### src/rtl/fgta_pkg.sv
package fgta_pkg;

    localparam int MAX_LOOPS = 8;
    localparam int LOOP_AW   = (MAX_LOOPS > 1) ? $clog2(MAX_LOOPS) : 1;
    localparam int CNT_W     = $clog2(MAX_LOOPS + 1);
    localparam int CMP_W     = (CNT_W > 4) ? CNT_W : 4;

    localparam int IDX_W     = 3;
    localparam int TGT_W     = 16;
    localparam int REF_W     = 32;
    localparam int ACT_W     = 4;
    localparam int CFG_W     = 16;
    localparam int CFG_IDX_W = 3;

    localparam int S_TDATA_W = 56;
    localparam int M_TDATA_W = 72;
    localparam int M_TUSER_W = 1;

    localparam int DIV_NUM_W  = 32;
    localparam int DIV_DEN_W  = 16;
    localparam int DIV_STEP   = 2;
    localparam int DIV_CYCLES = DIV_NUM_W / DIV_STEP;
    localparam int DIV_CNT_W  = $clog2(DIV_CYCLES);

    // floor(x / 100) == (x * 10737419) >> 30 for every x below 2**23,
    // which covers target * 97.
    localparam int RCP_W      = 24;
    localparam int RCP_SHIFT  = 30;
    localparam int RCP_PROD_W = DIV_NUM_W + RCP_W;

    localparam logic signed [REF_W-1:0] REF_FLOOR  = -32'sd10000;
    localparam logic [DIV_DEN_W-1:0]    INTAKE_NUM = 16'd97;
    localparam logic [DIV_DEN_W-1:0]    INTAKE_DEN = 16'd100;
    localparam logic [RCP_W-1:0]        INTAKE_RCP = 24'd10737419;

    typedef enum logic [3:0] {
        S_IDLE,
        S_SCAN,
        S_DECIDE,
        S_MUL_I,
        S_RCP_I,
        S_MUL_P,
        S_DIVS_P,
        S_DIVW_P,
        S_OUT
    } t_state;

    typedef enum logic [CFG_IDX_W-1:0] {
        CFG_ACTIVE_LOOPS,
        CFG_MAX_DECREASE,
        CFG_INTAKE_MIN,
        CFG_INTAKE_MAX,
        CFG_EXHAUST_MIN,
        CFG_EXHAUST_MAX,
        CFG_PUMP_MIN,
        CFG_PUMP_MAX
    } t_cfg_idx;

    typedef struct packed {
        logic                    en;
        logic [LOOP_AW-1:0]      addr;
        logic [TGT_W-1:0]        target;
        logic signed [REF_W-1:0] reference;
    } t_tbl_wr;

    typedef struct packed {
        logic                    submitted;
        logic [TGT_W-1:0]        target;
        logic signed [REF_W-1:0] reference;
    } t_tbl_rd;

    function automatic logic [TGT_W-1:0] clamp_drive(
        input logic [DIV_NUM_W-1:0] v,
        input logic [TGT_W-1:0]     lo,
        input logic [TGT_W-1:0]     hi
    );
        logic [DIV_NUM_W-1:0] t;
        t = v;
        if (t < DIV_NUM_W'(lo)) begin
            t = DIV_NUM_W'(lo);
        end
        if (t > DIV_NUM_W'(hi)) begin
            t = DIV_NUM_W'(hi);
        end
        return t[TGT_W-1:0];
    endfunction

endpackage

### src/rtl/fgta_div.sv
module fgta_div (
    input  logic                               i_clk,
    input  logic                               i_rst_n,
    input  logic                               i_start,
    input  logic [fgta_pkg::DIV_NUM_W-1:0]     i_dividend,
    input  logic [fgta_pkg::DIV_DEN_W-1:0]     i_divisor,
    output logic                               o_busy,
    output logic                               o_done,
    output logic [fgta_pkg::DIV_NUM_W-1:0]     o_quot
);

    logic                               r_busy;
    logic                               r_done;
    logic [fgta_pkg::DIV_CNT_W-1:0]     r_cnt;
    logic [fgta_pkg::DIV_DEN_W-1:0]     r_rem;
    logic [fgta_pkg::DIV_NUM_W-1:0]     r_quo;
    logic [fgta_pkg::DIV_DEN_W-1:0]     r_den;
    logic [fgta_pkg::DIV_DEN_W-1:0]     n_rem;
    logic [fgta_pkg::DIV_NUM_W-1:0]     n_quo;

    // Restoring division, two quotient bits per cycle.
    always_comb begin
        logic [fgta_pkg::DIV_DEN_W:0]   sh;
        logic [fgta_pkg::DIV_DEN_W-1:0] rem;
        logic [fgta_pkg::DIV_NUM_W-1:0] quo;
        rem = r_rem;
        quo = r_quo;
        for (int k = 0; k < fgta_pkg::DIV_STEP; k++) begin
            sh  = {rem, quo[fgta_pkg::DIV_NUM_W-1]};
            quo = {quo[fgta_pkg::DIV_NUM_W-2:0], 1'b0};
            if (sh >= {1'b0, r_den}) begin
                sh     = sh - {1'b0, r_den};
                quo[0] = 1'b1;
            end
            rem = sh[fgta_pkg::DIV_DEN_W-1:0];
        end
        n_rem = rem;
        n_quo = quo;
    end

    always_ff @(posedge i_clk) begin
        if (!i_rst_n) begin
            r_busy <= 1'b0;
            r_done <= 1'b0;
            r_cnt  <= '0;
        end else begin
            r_done <= 1'b0;
            if (i_start) begin
                r_busy <= 1'b1;
                r_cnt  <= '0;
                r_rem  <= '0;
                r_quo  <= i_dividend;
                r_den  <= i_divisor;
            end else if (r_busy) begin
                r_rem <= n_rem;
                r_quo <= n_quo;
                r_cnt <= r_cnt + 1'b1;
                if (r_cnt == fgta_pkg::DIV_CNT_W'(fgta_pkg::DIV_CYCLES - 1)) begin
                    r_busy <= 1'b0;
                    r_done <= 1'b1;
                end
            end
        end
    end

    assign o_busy = r_busy;
    assign o_done = r_done;
    assign o_quot = r_quo;

endmodule

### src/rtl/fgta_table.sv
module fgta_table (
    input  logic                           i_clk,
    input  logic                           i_rst_n,
    input  fgta_pkg::t_tbl_wr              i_wr,
    input  logic                           i_clear,
    input  logic [fgta_pkg::LOOP_AW-1:0]   i_rd_addr,
    output fgta_pkg::t_tbl_rd              o_rd
);

    logic [fgta_pkg::MAX_LOOPS-1:0]    r_sub;
    logic [fgta_pkg::TGT_W-1:0]        r_tgt [fgta_pkg::MAX_LOOPS];
    logic signed [fgta_pkg::REF_W-1:0] r_ref [fgta_pkg::MAX_LOOPS];

    always_ff @(posedge i_clk) begin
        if (!i_rst_n) begin
            r_sub <= '0;
        end else if (i_clear) begin
            r_sub <= '0;
        end else if (i_wr.en) begin
            r_sub[i_wr.addr] <= 1'b1;
        end
    end

    // Entries are read only while their flag is set, so no reset.
    always_ff @(posedge i_clk) begin
        if (i_wr.en) begin
            r_tgt[i_wr.addr] <= i_wr.target;
            r_ref[i_wr.addr] <= i_wr.reference;
        end
    end

    assign o_rd.submitted = r_sub[i_rd_addr];
    assign o_rd.target    = r_tgt[i_rd_addr];
    assign o_rd.reference = r_ref[i_rd_addr];

endmodule

### src/rtl/fan_group_target_arbiter.sv
// Channel  | Dir | Handshake              | Payload
// s        | in  | i_s_tvalid/o_s_tready  | i_s_tdata: loop_index, target, reference
// m        | out | o_m_tvalid/i_m_tready  | o_m_tdata: drives and owner; o_m_tuser: decided
// cfg      | in  | i_cfg_we               | i_cfg_idx, i_cfg_wdata
//
// Each accepted request runs the reference scan over the active loops, a decide step,
// two multiply steps for intake 97/100, a pump multiply, then one divider run for pump
// scaling before the result goes to the output register; the next request is taken
// only after that. Without an owner after the decide step the arithmetic is skipped.
// Reset is synchronous and active low; it clears all submitted flags and the owner.
// o_s_tready is high only while the sequencer is idle; a result waiting in the output
// register holds the sequencer in its last step until the output side drains.
module fan_group_target_arbiter (
    input  logic                               i_clk,
    input  logic                               i_rst_n,
    input  logic                               i_s_tvalid,
    output logic                               o_s_tready,
    // [2:0] loop_index, [18:3] target_value, [50:19] priority_reference
    input  logic [fgta_pkg::S_TDATA_W-1:0]     i_s_tdata,
    output logic                               o_m_tvalid,
    input  logic                               i_m_tready,
    // [15:0] chosen_target, [18:16] winner_index, [34:19] intake_drive,
    // [50:35] exhaust_drive, [66:51] pump_drive
    output logic [fgta_pkg::M_TDATA_W-1:0]     o_m_tdata,
    // [0] decided
    output logic [fgta_pkg::M_TUSER_W-1:0]     o_m_tuser,
    input  logic                               i_cfg_we,
    input  logic [fgta_pkg::CFG_IDX_W-1:0]     i_cfg_idx,
    input  logic [fgta_pkg::CFG_W-1:0]         i_cfg_wdata
);

    fgta_pkg::t_state r_state, n_state;

    logic [fgta_pkg::ACT_W-1:0]        r_active;
    logic [fgta_pkg::TGT_W-1:0]        r_max_dec;
    logic [fgta_pkg::TGT_W-1:0]        r_int_min, r_int_max;
    logic [fgta_pkg::TGT_W-1:0]        r_exh_min, r_exh_max;
    logic [fgta_pkg::TGT_W-1:0]        r_pump_min, r_pump_max;

    logic [fgta_pkg::CNT_W-1:0]        r_scan;
    logic signed [fgta_pkg::REF_W-1:0] r_best_ref;
    logic [fgta_pkg::TGT_W-1:0]        r_best_tgt;
    logic [fgta_pkg::IDX_W-1:0]        r_best_idx;
    logic                              r_have_win;
    logic                              r_all_in;
    logic                              r_decided;

    logic [fgta_pkg::TGT_W-1:0]        r_cur;
    logic                              r_owner_valid;
    logic [fgta_pkg::IDX_W-1:0]        r_owner;

    logic [fgta_pkg::DIV_NUM_W-1:0]    r_prod;
    logic [fgta_pkg::TGT_W-1:0]        r_q_i;
    logic [fgta_pkg::DIV_NUM_W-1:0]    r_q_p;

    logic                              r_m_valid;
    logic [fgta_pkg::M_TDATA_W-1:0]    r_m_data;
    logic [fgta_pkg::M_TUSER_W-1:0]    r_m_user;

    logic                              w_s_acc;
    logic [fgta_pkg::IDX_W-1:0]        w_idx;
    logic [fgta_pkg::CMP_W-1:0]        w_count;
    logic                              w_scan_end;
    logic                              w_win;
    logic [fgta_pkg::TGT_W:0]          w_drop;
    logic [fgta_pkg::TGT_W-1:0]        w_limited;
    logic                              w_clear;
    logic                              w_out_load;
    logic                              w_div_start;
    logic [fgta_pkg::DIV_DEN_W-1:0]    w_div_den;
    logic                              w_div_busy;
    logic                              w_div_done;
    logic [fgta_pkg::DIV_NUM_W-1:0]    w_div_quot;
    logic [fgta_pkg::RCP_PROD_W-1:0]   w_rcp_prod;
    logic [fgta_pkg::DIV_NUM_W-1:0]    w_pump_raw;
    logic [fgta_pkg::TGT_W-1:0]        w_intake, w_exhaust, w_pump;
    fgta_pkg::t_tbl_wr                 w_wr;
    fgta_pkg::t_tbl_rd                 w_rd;

    assign o_s_tready = (r_state == fgta_pkg::S_IDLE);
    assign w_s_acc    = i_s_tvalid && o_s_tready;
    assign w_idx      = i_s_tdata[2:0];

    assign w_count = (fgta_pkg::CMP_W'(r_active) > fgta_pkg::CMP_W'(fgta_pkg::MAX_LOOPS))
                   ? fgta_pkg::CMP_W'(fgta_pkg::MAX_LOOPS) : fgta_pkg::CMP_W'(r_active);

    // Drop requests from loops outside the active range.
    assign w_wr.en        = w_s_acc && (fgta_pkg::CMP_W'(w_idx) < w_count);
    assign w_wr.addr      = fgta_pkg::LOOP_AW'(w_idx);
    assign w_wr.target    = i_s_tdata[18:3];
    assign w_wr.reference = $signed(i_s_tdata[50:19]);

    fgta_table u_table (
        .i_clk     (i_clk),
        .i_rst_n   (i_rst_n),
        .i_wr      (w_wr),
        .i_clear   (w_clear),
        .i_rd_addr (r_scan[fgta_pkg::LOOP_AW-1:0]),
        .o_rd      (w_rd)
    );

    fgta_div u_div (
        .i_clk      (i_clk),
        .i_rst_n    (i_rst_n),
        .i_start    (w_div_start),
        .i_dividend (r_prod),
        .i_divisor  (w_div_den),
        .o_busy     (w_div_busy),
        .o_done     (w_div_done),
        .o_quot     (w_div_quot)
    );

    assign w_scan_end = (fgta_pkg::CMP_W'(r_scan) == w_count);
    assign w_win      = r_have_win && r_all_in;
    assign w_drop     = {1'b0, r_cur} - {1'b0, r_best_tgt};
    assign w_limited  = ((r_best_tgt < r_cur) && (w_drop > {1'b0, r_max_dec}))
                      ? (r_cur - r_max_dec) : r_best_tgt;

    // Divide target * 97 by 100 through the reciprocal.
    assign w_rcp_prod = fgta_pkg::RCP_PROD_W'(r_prod)
                      * fgta_pkg::RCP_PROD_W'(fgta_pkg::INTAKE_RCP);

    assign w_pump_raw = (r_exh_max == '0) ? fgta_pkg::DIV_NUM_W'(r_pump_max) : r_q_p;
    assign w_intake   = r_owner_valid
                      ? fgta_pkg::clamp_drive(fgta_pkg::DIV_NUM_W'(r_q_i), r_int_min, r_int_max)
                      : '0;
    assign w_exhaust  = r_owner_valid
                      ? fgta_pkg::clamp_drive(fgta_pkg::DIV_NUM_W'(r_cur), r_exh_min, r_exh_max)
                      : '0;
    assign w_pump     = r_owner_valid
                      ? fgta_pkg::clamp_drive(w_pump_raw, r_pump_min, r_pump_max)
                      : '0;

    // Next state.
    always_comb begin
        n_state = r_state;
        unique case (r_state)
            fgta_pkg::S_IDLE: begin
                if (w_s_acc) begin
                    n_state = fgta_pkg::S_SCAN;
                end
            end
            fgta_pkg::S_SCAN: begin
                if (w_scan_end) begin
                    n_state = fgta_pkg::S_DECIDE;
                end
            end
            fgta_pkg::S_DECIDE: begin
                n_state = fgta_pkg::S_MUL_I;
            end
            fgta_pkg::S_MUL_I: begin
                n_state = r_owner_valid ? fgta_pkg::S_RCP_I : fgta_pkg::S_OUT;
            end
            fgta_pkg::S_RCP_I: begin
                n_state = fgta_pkg::S_MUL_P;
            end
            fgta_pkg::S_MUL_P: begin
                n_state = fgta_pkg::S_DIVS_P;
            end
            fgta_pkg::S_DIVS_P: begin
                n_state = fgta_pkg::S_DIVW_P;
            end
            fgta_pkg::S_DIVW_P: begin
                if (w_div_done) begin
                    n_state = fgta_pkg::S_OUT;
                end
            end
            fgta_pkg::S_OUT: begin
                if (w_out_load) begin
                    n_state = fgta_pkg::S_IDLE;
                end
            end
            default: begin
                n_state = fgta_pkg::S_IDLE;
            end
        endcase
    end

    // Sequencer outputs.
    always_comb begin
        w_clear     = 1'b0;
        w_div_start = 1'b0;
        w_div_den   = r_exh_max;
        w_out_load  = 1'b0;
        unique case (r_state)
            fgta_pkg::S_DECIDE: begin
                w_clear = w_win;
            end
            fgta_pkg::S_DIVS_P: begin
                w_div_start = 1'b1;
            end
            fgta_pkg::S_OUT: begin
                w_out_load = !r_m_valid || i_m_tready;
            end
            default: begin
                w_clear = 1'b0;
            end
        endcase
    end

    always_ff @(posedge i_clk) begin
        if (!i_rst_n) begin
            r_state <= fgta_pkg::S_IDLE;
        end else begin
            r_state <= n_state;
        end
    end

    always_ff @(posedge i_clk) begin
        if (!i_rst_n) begin
            r_active   <= '0;
            r_max_dec  <= '1;
            r_int_min  <= '0;
            r_int_max  <= '1;
            r_exh_min  <= '0;
            r_exh_max  <= '1;
            r_pump_min <= '0;
            r_pump_max <= '1;
        end else if (i_cfg_we) begin
            unique case (fgta_pkg::t_cfg_idx'(i_cfg_idx))
                fgta_pkg::CFG_ACTIVE_LOOPS: r_active   <= i_cfg_wdata[fgta_pkg::ACT_W-1:0];
                fgta_pkg::CFG_MAX_DECREASE: r_max_dec  <= i_cfg_wdata;
                fgta_pkg::CFG_INTAKE_MIN:   r_int_min  <= i_cfg_wdata;
                fgta_pkg::CFG_INTAKE_MAX:   r_int_max  <= i_cfg_wdata;
                fgta_pkg::CFG_EXHAUST_MIN:  r_exh_min  <= i_cfg_wdata;
                fgta_pkg::CFG_EXHAUST_MAX:  r_exh_max  <= i_cfg_wdata;
                fgta_pkg::CFG_PUMP_MIN:     r_pump_min <= i_cfg_wdata;
                fgta_pkg::CFG_PUMP_MAX:     r_pump_max <= i_cfg_wdata;
            endcase
        end
    end

    // Owner state.
    always_ff @(posedge i_clk) begin
        if (!i_rst_n) begin
            r_cur         <= '0;
            r_owner_valid <= 1'b0;
            r_owner       <= '0;
        end else if (w_clear) begin
            r_cur         <= w_limited;
            r_owner_valid <= 1'b1;
            r_owner       <= r_best_idx;
        end
    end

    // Scan and arithmetic datapath.
    always_ff @(posedge i_clk) begin
        if (!i_rst_n) begin
            r_scan     <= '0;
            r_have_win <= 1'b0;
            r_all_in   <= 1'b1;
            r_decided  <= 1'b0;
        end else begin
            unique case (r_state)
                fgta_pkg::S_IDLE: begin
                    r_scan     <= '0;
                    r_best_ref <= fgta_pkg::REF_FLOOR;
                    r_have_win <= 1'b0;
                    r_all_in   <= 1'b1;
                    r_decided  <= 1'b0;
                end
                fgta_pkg::S_SCAN: begin
                    if (!w_scan_end) begin
                        r_scan <= r_scan + 1'b1;
                        if (w_rd.submitted) begin
                            if (w_rd.reference > r_best_ref) begin
                                r_best_ref <= w_rd.reference;
                                r_best_tgt <= w_rd.target;
                                r_best_idx <= fgta_pkg::IDX_W'(r_scan);
                                r_have_win <= 1'b1;
                            end
                        end else begin
                            r_all_in <= 1'b0;
                        end
                    end
                end
                fgta_pkg::S_DECIDE: begin
                    r_decided <= w_win;
                end
                fgta_pkg::S_MUL_I: begin
                    r_prod <= fgta_pkg::DIV_NUM_W'(r_cur)
                            * fgta_pkg::DIV_NUM_W'(fgta_pkg::INTAKE_NUM);
                end
                fgta_pkg::S_RCP_I: begin
                    r_q_i <= w_rcp_prod[fgta_pkg::RCP_SHIFT +: fgta_pkg::TGT_W];
                end
                fgta_pkg::S_MUL_P: begin
                    r_prod <= fgta_pkg::DIV_NUM_W'(r_cur) * fgta_pkg::DIV_NUM_W'(r_pump_max);
                end
                fgta_pkg::S_DIVW_P: begin
                    if (w_div_done) begin
                        r_q_p <= w_div_quot;
                    end
                end
                default: begin
                    r_decided <= r_decided;
                end
            endcase
        end
    end

    // Output register.
    always_ff @(posedge i_clk) begin
        if (!i_rst_n) begin
            r_m_valid <= 1'b0;
        end else if (w_out_load) begin
            r_m_valid <= 1'b1;
        end else if (i_m_tready) begin
            r_m_valid <= 1'b0;
        end
    end

    always_ff @(posedge i_clk) begin
        if (w_out_load) begin
            r_m_user <= r_decided;
            r_m_data <= {5'd0, w_pump, w_exhaust, w_intake, r_owner, r_cur};
        end
    end

    assign o_m_tvalid = r_m_valid;
    assign o_m_tdata  = r_m_data;
    assign o_m_tuser  = r_m_user;

    a_div_start_idle: assert property (@(posedge i_clk) disable iff (!i_rst_n)
        w_div_start |-> !w_div_busy)
        else $error("divider started while busy");

    a_accept_scans: assert property (@(posedge i_clk) disable iff (!i_rst_n)
        w_s_acc |=> (r_state == fgta_pkg::S_SCAN))
        else $error("accepted request did not start a scan");

    a_decided_owner: assert property (@(posedge i_clk) disable iff (!i_rst_n)
        (o_m_tvalid && o_m_tuser[0]) |-> r_owner_valid)
        else $error("decision reported without an owner");

    a_exhaust_limit: assert property (@(posedge i_clk) disable iff (!i_rst_n)
        o_m_tvalid |-> (o_m_tdata[50:35] <= r_exh_max))
        else $error("exhaust drive above its limit");

endmodule

### config.mk
export PLATFORM = sky130hd
export DESIGN_NAME = fan_group_target_arbiter
export DESIGN_NICKNAME = d
export VERILOG_FILES = /design/src/rtl/fgta_pkg.sv /design/src/rtl/fgta_div.sv /design/src/rtl/fgta_table.sv /design/src/rtl/fan_group_target_arbiter.sv
export SDC_FILE = /design/constraint.sdc
export NUM_CORES = 2
export LEC_CHECK = 0
export BUFFER_PORTS_ARGS = -buffer_cell sky130_fd_sc_hd__buf_2
export CORE_AREA = 2 2 320 322
export CTS_CLUSTER_SIZE = 30
export DETAILED_ROUTE_END_ITERATION = 16
export DIE_AREA = 0 0 322 324
export PLACE_DENSITY = 0.77
export SYNTH_ARGS = -nofsm -noshare
export SYNTH_HDL_FRONTEND = slang
export SYNTH_HIERARCHICAL = 1
export SYNTH_SLANG_ARGS = --single-unit
### constraint.sdc
create_clock -name i_clk -period 22.8 [get_ports i_clk]
set_input_delay 4.56 -clock i_clk [delete_from_list [all_inputs] [get_ports i_clk]]
set_output_delay 4.56 -clock i_clk [all_outputs]
set_load 0.005 [all_outputs]
== After elaboration in Yosys (flattened, before gate mapping) ==
Memories as Yosys holds them, arrays and structs flattened. A register that Yosys moved wholly into a read port is not among the register bits.
Index checks and enable logic that the tools add are counted.
W data, S select, Z words.

* Output and inout port bits: 75
* Bits in writable memories: 384
* Register bits after elaboration: 409
* Bits of input ports: 80
* Latch bits: 0
* Memory bits (read-only): 0
* Memories: 2
* Logic and storage cells: 179

* Add/sub/neg operators: 6
* Equality and inequality tests: 25
* Divide/modulo/power cells: 0
* Muxes and demuxes: 54
* Multipliers: 3
* Shifts and indexed selects: 0
* Reduce and logical (&&, ||, !) cells: 37
* Bitwise operators: 4
* Order comparisons: 16

{| class="wikitable"
|+ Memory list
! name !! words !! bits a word !! rd ports !! clocked after memory_dff !! write ports !! RTL line !! source
|-
| u_table.r_ref || 8 || 32 || 1 || 1 || 1 || fgta_table.sv:12 || <nowiki>logic signed [fgta_pkg::REF_W-1:0] r_ref [fgta_pkg::MAX_LOOPS];</nowiki>
|-
| u_table.r_tgt || 8 || 16 || 1 || 1 || 1 || fgta_table.sv:11 || <nowiki>logic [fgta_pkg::TGT_W-1:0] r_tgt [fgta_pkg::MAX_LOOPS];</nowiki>
|}

{| class="wikitable"
|+ Operator list
! cell !! number
|-
| $mux W32 || 7
|-
| $mux W16 || 9
|-
| $pmux W32 S2 || 2
|-
| $gt A32 B16 Y1 || 3
|-
| $lt A16 B16 Y1 || 3
|-
| $sub A16 B16 Y16 || 3
|-
| $mul A32 B24 Y46 const B || 1
|-
| $pmux W4 S9 || 1
|-
| $ge A17 B16 Y1 || 2
|-
| $gt A32 B32 Y1 || 1
|-
| $lt A32 B16 Y1 || 1
|-
| $mul A16 B16 Y32 || 1
|-
| $mux W4 || 7
|-
| $reduce_and A2 Y1 || 13
|-
| $mul A16 B7 Y23 const B || 1
|-
| $mux W1 || 20
|-
| $gt A17 B16 Y1 || 1
|-
| $sub A16 B16 Y17 || 1
|-
| $eq A4 B3 Y1 const B || 4
|-
| $logic_not A16 Y1 || 1
|-
| $eq A3 B3 Y1 const B || 4
|-
| $ne A2 B2 Y1 const B || 5
|-
| $reduce_and A5 Y1 || 2
|-
| $reduce_bool A2 Y1 || 5
|-
| other kinds (28) || 47
|}

== Logic depth before layout (Yosys ltp) ==
* Depth after elaboration: 7
* Gate-level depth with buffers: 25
* Gate-level depth less buffers: 23

== Hierarchy ==
The synthesis kept the hierarchy.

{| class="wikitable"
|+ Modules (own cells, without submodules)
! module !! area each (um^2) !! cells an instance !! instances !! sequential area each (um^2)
|-
| fan_group_target_arbiter || 40704.0 || 4246 || 1 || 8938.6
|-
| fgta_table || 14802.9 || 597 || 1 || 11691.2
|-
| fgta_div || 4629.4 || 405 || 1 || 2042.0
|}

== Least setup slack after synthesis ==
No wires, ideal clock.

* Path kind: in2reg
* From: in i_s_tdata[1] (netlist name)
* To: mem u_table/r_ref[1][0] (netlist name), enable pin
* Slack: 12080 ps
* Arrival: 10142 ps
* Data required time: 22222 ps
* Setup time: 578 ps
* Buffers on the path: 1
* Cell stages on the path: 6
* Cells stage by stage: ha_1 a21o_1 a21oi_1 o211a_1 clkbuf_1 nor4bb_1

{| class="wikitable"
|+ RTL lines
! item !! RTL line !! source
|-
| start: declaration || fan_group_target_arbiter.sv:19 || <nowiki>input logic [fgta_pkg::S_TDATA_W-1:0] i_s_tdata,</nowiki>
|-
| end: declaration || fgta_table.sv:12 ||
|}

== Worst setup path after layout ==
* From: reg r_prod[6] (netlist name)
* To: reg r_q_i[15] (netlist name) (data pin)

* Cells in the longest elaborated chain, start to end: 1

{| class="wikitable"
|+ RTL lines
! item !! RTL line !! source
|-
| start: declaration || fan_group_target_arbiter.sv:52 || <nowiki>logic [fgta_pkg::DIV_NUM_W-1:0] r_prod;</nowiki>
|-
| start signal: assignment || fan_group_target_arbiter.sv:281 || <nowiki>r_prod <= fgta_pkg::DIV_NUM_W'(r_cur)</nowiki>
|-
| start signal: assignment || fan_group_target_arbiter.sv:288 || <nowiki>r_prod <= fgta_pkg::DIV_NUM_W'(r_cur) * fgta_pkg::DIV_NUM_W'(r_pump_max);</nowiki>
|-
| $mul A32 B24 Y46 || fan_group_target_arbiter.sv:121 || <nowiki>* fgta_pkg::RCP_PROD_W'(fgta_pkg::INTAKE_RCP);</nowiki>
|-
| net w_rcp_prod (one bit) || fan_group_target_arbiter.sv:74 || <nowiki>logic [fgta_pkg::RCP_PROD_W-1:0] w_rcp_prod;</nowiki>
|-
| end signal: assignment || fan_group_target_arbiter.sv:285 || <nowiki>r_q_i <= w_rcp_prod[fgta_pkg::RCP_SHIFT +: fgta_pkg::TGT_W];</nowiki>
|-
| end: declaration || fan_group_target_arbiter.sv:53 || <nowiki>logic [fgta_pkg::TGT_W-1:0] r_q_i;</nowiki>
|}

The timed path passes the listed nets, and every way through them passes these cells.
A chain may end at the register's enable or synchronous reset.

==> impl_results.md <==
- Post-Synth Simple-Gate Area: 7.60%
- Cells after Synth: roughly 5200
- Pint: slightly below 0.003 W
- DRC: 0
- Setup bufs post-CTS: 0
- Adder-cell share of the synthesized area: around 30%
- Row Count: ~120
- Crit path to: r_q_i[15]$_DFFE_PP_
- Final setup vio count: 0
- Vias per cell: between 5 and 6
- Synth Area in XOR/XNOR: under 10%
- Final WL: roughly 150000 um
- Min Clock Period, post-route: between 8 and 9 ns
- RSZ-0062 raised after global routing: false
- Total gr overflow: 0
- Ys async rst share: 0%
- Die area: about 0.10 mm2
- Core ar.: between 0.1 and 0.15 mm2
- Kind of critical path: reg2reg
- Worst min path class: reg2reg
- Die X: between 300 and 400 um
- Final hold slack: 0.428 ns
- Layout Nets: between 6000 and 7000
- H-Tree Level Count: 3
- Actual slew at the worst max-slew pin: about 1.3 ns
- Worst Hold Path Cells: 0
- Post-synth top area share: about 32%
- Worst vdd ir: 0.0820 mV
- Die Ht: roughly 320 um
- Clock power frac: between 30% and 40%
- Initial antenna violation count: 11
- Fin. max-slew vios: 0
- Reg2reg path depth: 22
- CP Data Required Time: about 23 ns
- Clock transition at the registers of the reported paths: 0.06 ns
- Rel. slew slack: 15.5%
- Fin Clk Skew: just under 0.07 ns
- Share of layout cells above drive strength 1: a little under an eighth
- DRT Pass-1 Iters: 5
- Reg-to-Reg Start: r_prod[6]$_DFFE_PP_
- #FFs+latches synth: between 800 and 900
- IO Pins: between 150 and 200
- Post-DP HPWL: between 100000 and 150000 um
- Pwr Density: 65.8 mW/mm2
- Largest family of logic cells by synthesized area: adder cells
- Post-synth EDFFs: about 650
- Vias in the first global route: around 42000
- Comb power frac: approximately 28%
- Total GRT Usage: slightly below 30%
- Net Sw Frac: between 30 and 40%
- CP endpoint kind: flop
- Compound-Gate Fraction of Synth Area: under 10%
- Run status: finished, final reports clean
- Hold buffer count at cts: 0
- Filler instances: 7500
- First-pass GRT wire length: 235000 um
- Sequential share of power: roughly 39%
- Final hold vios: 0
- GP Congestion: a little over 0.9
- Mux share of post-synthesis cell area: slightly below 7%
- IO buf count: ~140
- Multi-input logic area: around 0.033 mm2
- Yosys cell types: between 90 and 100
- Post-detailed-route wirelength per cell: around 22 um
- CTS sink count: approximately 800
- Largest net degree at the start of global routing: 83
- CP Launch Type: flop
- FF-to-FF setup slack: around 15 ns
- Clock Latency Late Sink: approximately 0.69 ns
- Vias: 40200
- Switching pwr: between 0.001 and 0.0015 W
- Syn-to-layout area delta: 8.65%
- Crit-path max FO: 11
- Avg Inst Size Synth: 11.5 um2
- Clock Path Buffers: 3
- Synth warn: 6
- Setup TNS: 0 ns
- Remaining antenna violation count: 0
- Period utilization: a little over a third
- Sequential area share after synthesis: roughly 38%
- R2R Path End: r_q_i[15]$_DFFE_PP_
- Crit path arrival time: 8.58 ns
- CP startpoint: r_prod[6]$_DFFE_PP_
- Starting DRT DRC Count: around 3400
- Starting Density: between 50% and 60%
- LEAKAGE: just under 30 nW
- Max-capacitance violation count: 0
- Register area: roughly 0.023 mm2
- Post-CTS sizing: 0
- Largest area contributor in the netlist: edfxtp_1
- Final Instance Area: between 0.06 and 0.07 mm2
- Top cells by area, synth: edfxtp_1, fa_1, ha_1, inv_1, dfxtp_1
- Area after DPL: between 0.06 and 0.07 mm2
- CTS Root Buffer Type: clkbuf_16
- Synth Cell Area: 0.0601 mm2
- Ys flop type: edfxtp_1
- CTS tree: yes
- Num CTS Buffers: 85
- Max Clk Rate: approximately 120 MHz
## sequential cells by signal, summed over array words and instances (netlist names), 32 cells and up
| register | cells |
|---|---|
| r_prod | 32 |
| r_best_ref | 32 |
| o_m_tdata | 67 |
| u_table/r_tgt | 128 |
| r_q_p | 32 |
| u_table/r_ref | 256 |
| u_div/o_quot | 32 |
## worst min-delay path by stage
stage                                    from                      end  slack, ns
detailed placement    r_owner[2]$_SDFFE_PN0P_  o_m_tdata[18]$_DFFE_PP_       0.42
global route        u_div/o_quot[1]$_DFFE_PP_       r_q_p[1]$_DFFE_PP_       0.45
finish              u_div/o_quot[1]$_DFFE_PP_       r_q_p[1]$_DFFE_PP_       0.43
CTS                 u_div/o_quot[1]$_DFFE_PP_       r_q_p[1]$_DFFE_PP_       0.42
global placement      r_owner[1]$_SDFFE_PN0P_  o_m_tdata[17]$_DFFE_PP_       0.41
floorplan             r_owner[0]$_SDFFE_PN0P_  o_m_tdata[16]$_DFFE_PP_       0.41
## per-layer routing
metal | vias up | GRT usage, % | routed length (um)
li1 | 18133 | - | -
met1 | 20042 | 38.8 | 59600
met2 | 1640 | 49.2 | 71600
met3 | 371 | 5.49 | 13100
met4 | 14 | 11.6 | 6380
met5 | - | 0 | 92
## area by class of cell
cell class / count / area share [%]
Inverter: 1023 / 5.88
Multi-Input combinational cell: 3257 / 50.5
Clock buffer: 115 / 3.57
Tap cell: 1309 / 2.51
Timing Repair Buffer: 215 / 1.92
Antenna cell: 7 / 0.0268
Sequential cell: 809 / 34.7
Clock inverter: 43 / 0.841
## stage by stage
| step | worst slack, ns | power [W] | utilization (%) | std cells |
|---|---|---|---|---|
| detailed placement | 14.75 | 0.00289 | 61.8 | 6613 |
| floorplan | 12.08 | 0.00257 | - | 5252 |
| global placement | 14.76 | 0.00285 | 61.8 | 6613 |
| CTS | 14.72 | 0.00432 | 64.7 | 6771 |
| finish | 14.62 | 0.00430 | 64.7 | 6778 |
| global route | 14.35 | 0.00453 | 64.7 | 6773 |
## cell usage after synthesis, types with 81 or more instances
library cell,number
mux4_2,98
ha_1,659
o21ai_0,97
edfxtp_1,647
dfxtp_1,162
fa_1,503
xnor2_1,90
o211ai_1,82
nor2_1,211
nand2_1,410
a21oi_1,200
inv_1,1016
and2_1,81
mux2_2,115
clkbuf_1,120
## power groups by stage
stage          clock [W]  sequential [W]  combinational, W
6_report         0.00142         0.00168           0.00120
5_1_grt          0.00149         0.00168           0.00136
4_1_cts          0.00144         0.00168           0.00120
3_5_place_dp           0         0.00171           0.00119
3_3_place_gp           0         0.00171           0.00115
2_1_floorplan          0         0.00170          0.000875
## cell usage in the layout (no fill, tap or decap), drive strengths merged, types with 8 or more instances in the layout
cell and instances:
inv 1019, ha 659, edfxtp 647, fa 503, nand2 411, buf 215
nor2 212, a21oi 201, dfxtp 162, mux2 122, clkbuf 115, o21ai 100
mux4 98, xnor2 90, o211ai 83, and2 82, a21o 73, mux2i 56
o21a 54, nand3 51, nand2b 49, a211oi 48, nor3 45, nand4 42
clkinv 36, xor2 26, nor2b 22, o31a 21, nor4 16, a31oi 16
a22o 15, and3 14, o31ai 13, or3 12, a2111oi 10, o21bai 9
bufinv 8
## worst max-delay path, stage by stage, from the launching register on
cell	delay (ns)
edfxtp_1	0.91
inv_1	0.21
fa_1	0.53
inv_1	0.04
ha_1	0.21
fa_1	0.53
inv_1	0.05
fa_1	0.49
inv_1	0.06
fa_1	0.54
fa_1	0.59
inv_1	0.07
fa_1	0.53
inv_1	0.04
ha_1	0.31
nand4_1	0.21
nor4_1	0.52
o311ai_0	0.24
a22oi_1	0.62
o211ai_1	0.31
a21oi_1	0.29
nor3_1	0.08
or3b_2	0.47
## cell families (layout without fill, tap and decap cells)
group | count (synthesis) | count (layout)
and+or+nand+nor | 988 | 988
DFF | 809 | 809
AOI/OAI and AO/OA | 710 | 710
xor gates and xnor gates | 116 | 116
muxes | 276 | 276
adders and majority gates | 1162 | 1162
buffers and inverters | 1186 | 1396
other | 1 | 12
No activity file was read; power rests on OpenSTA's default activity.
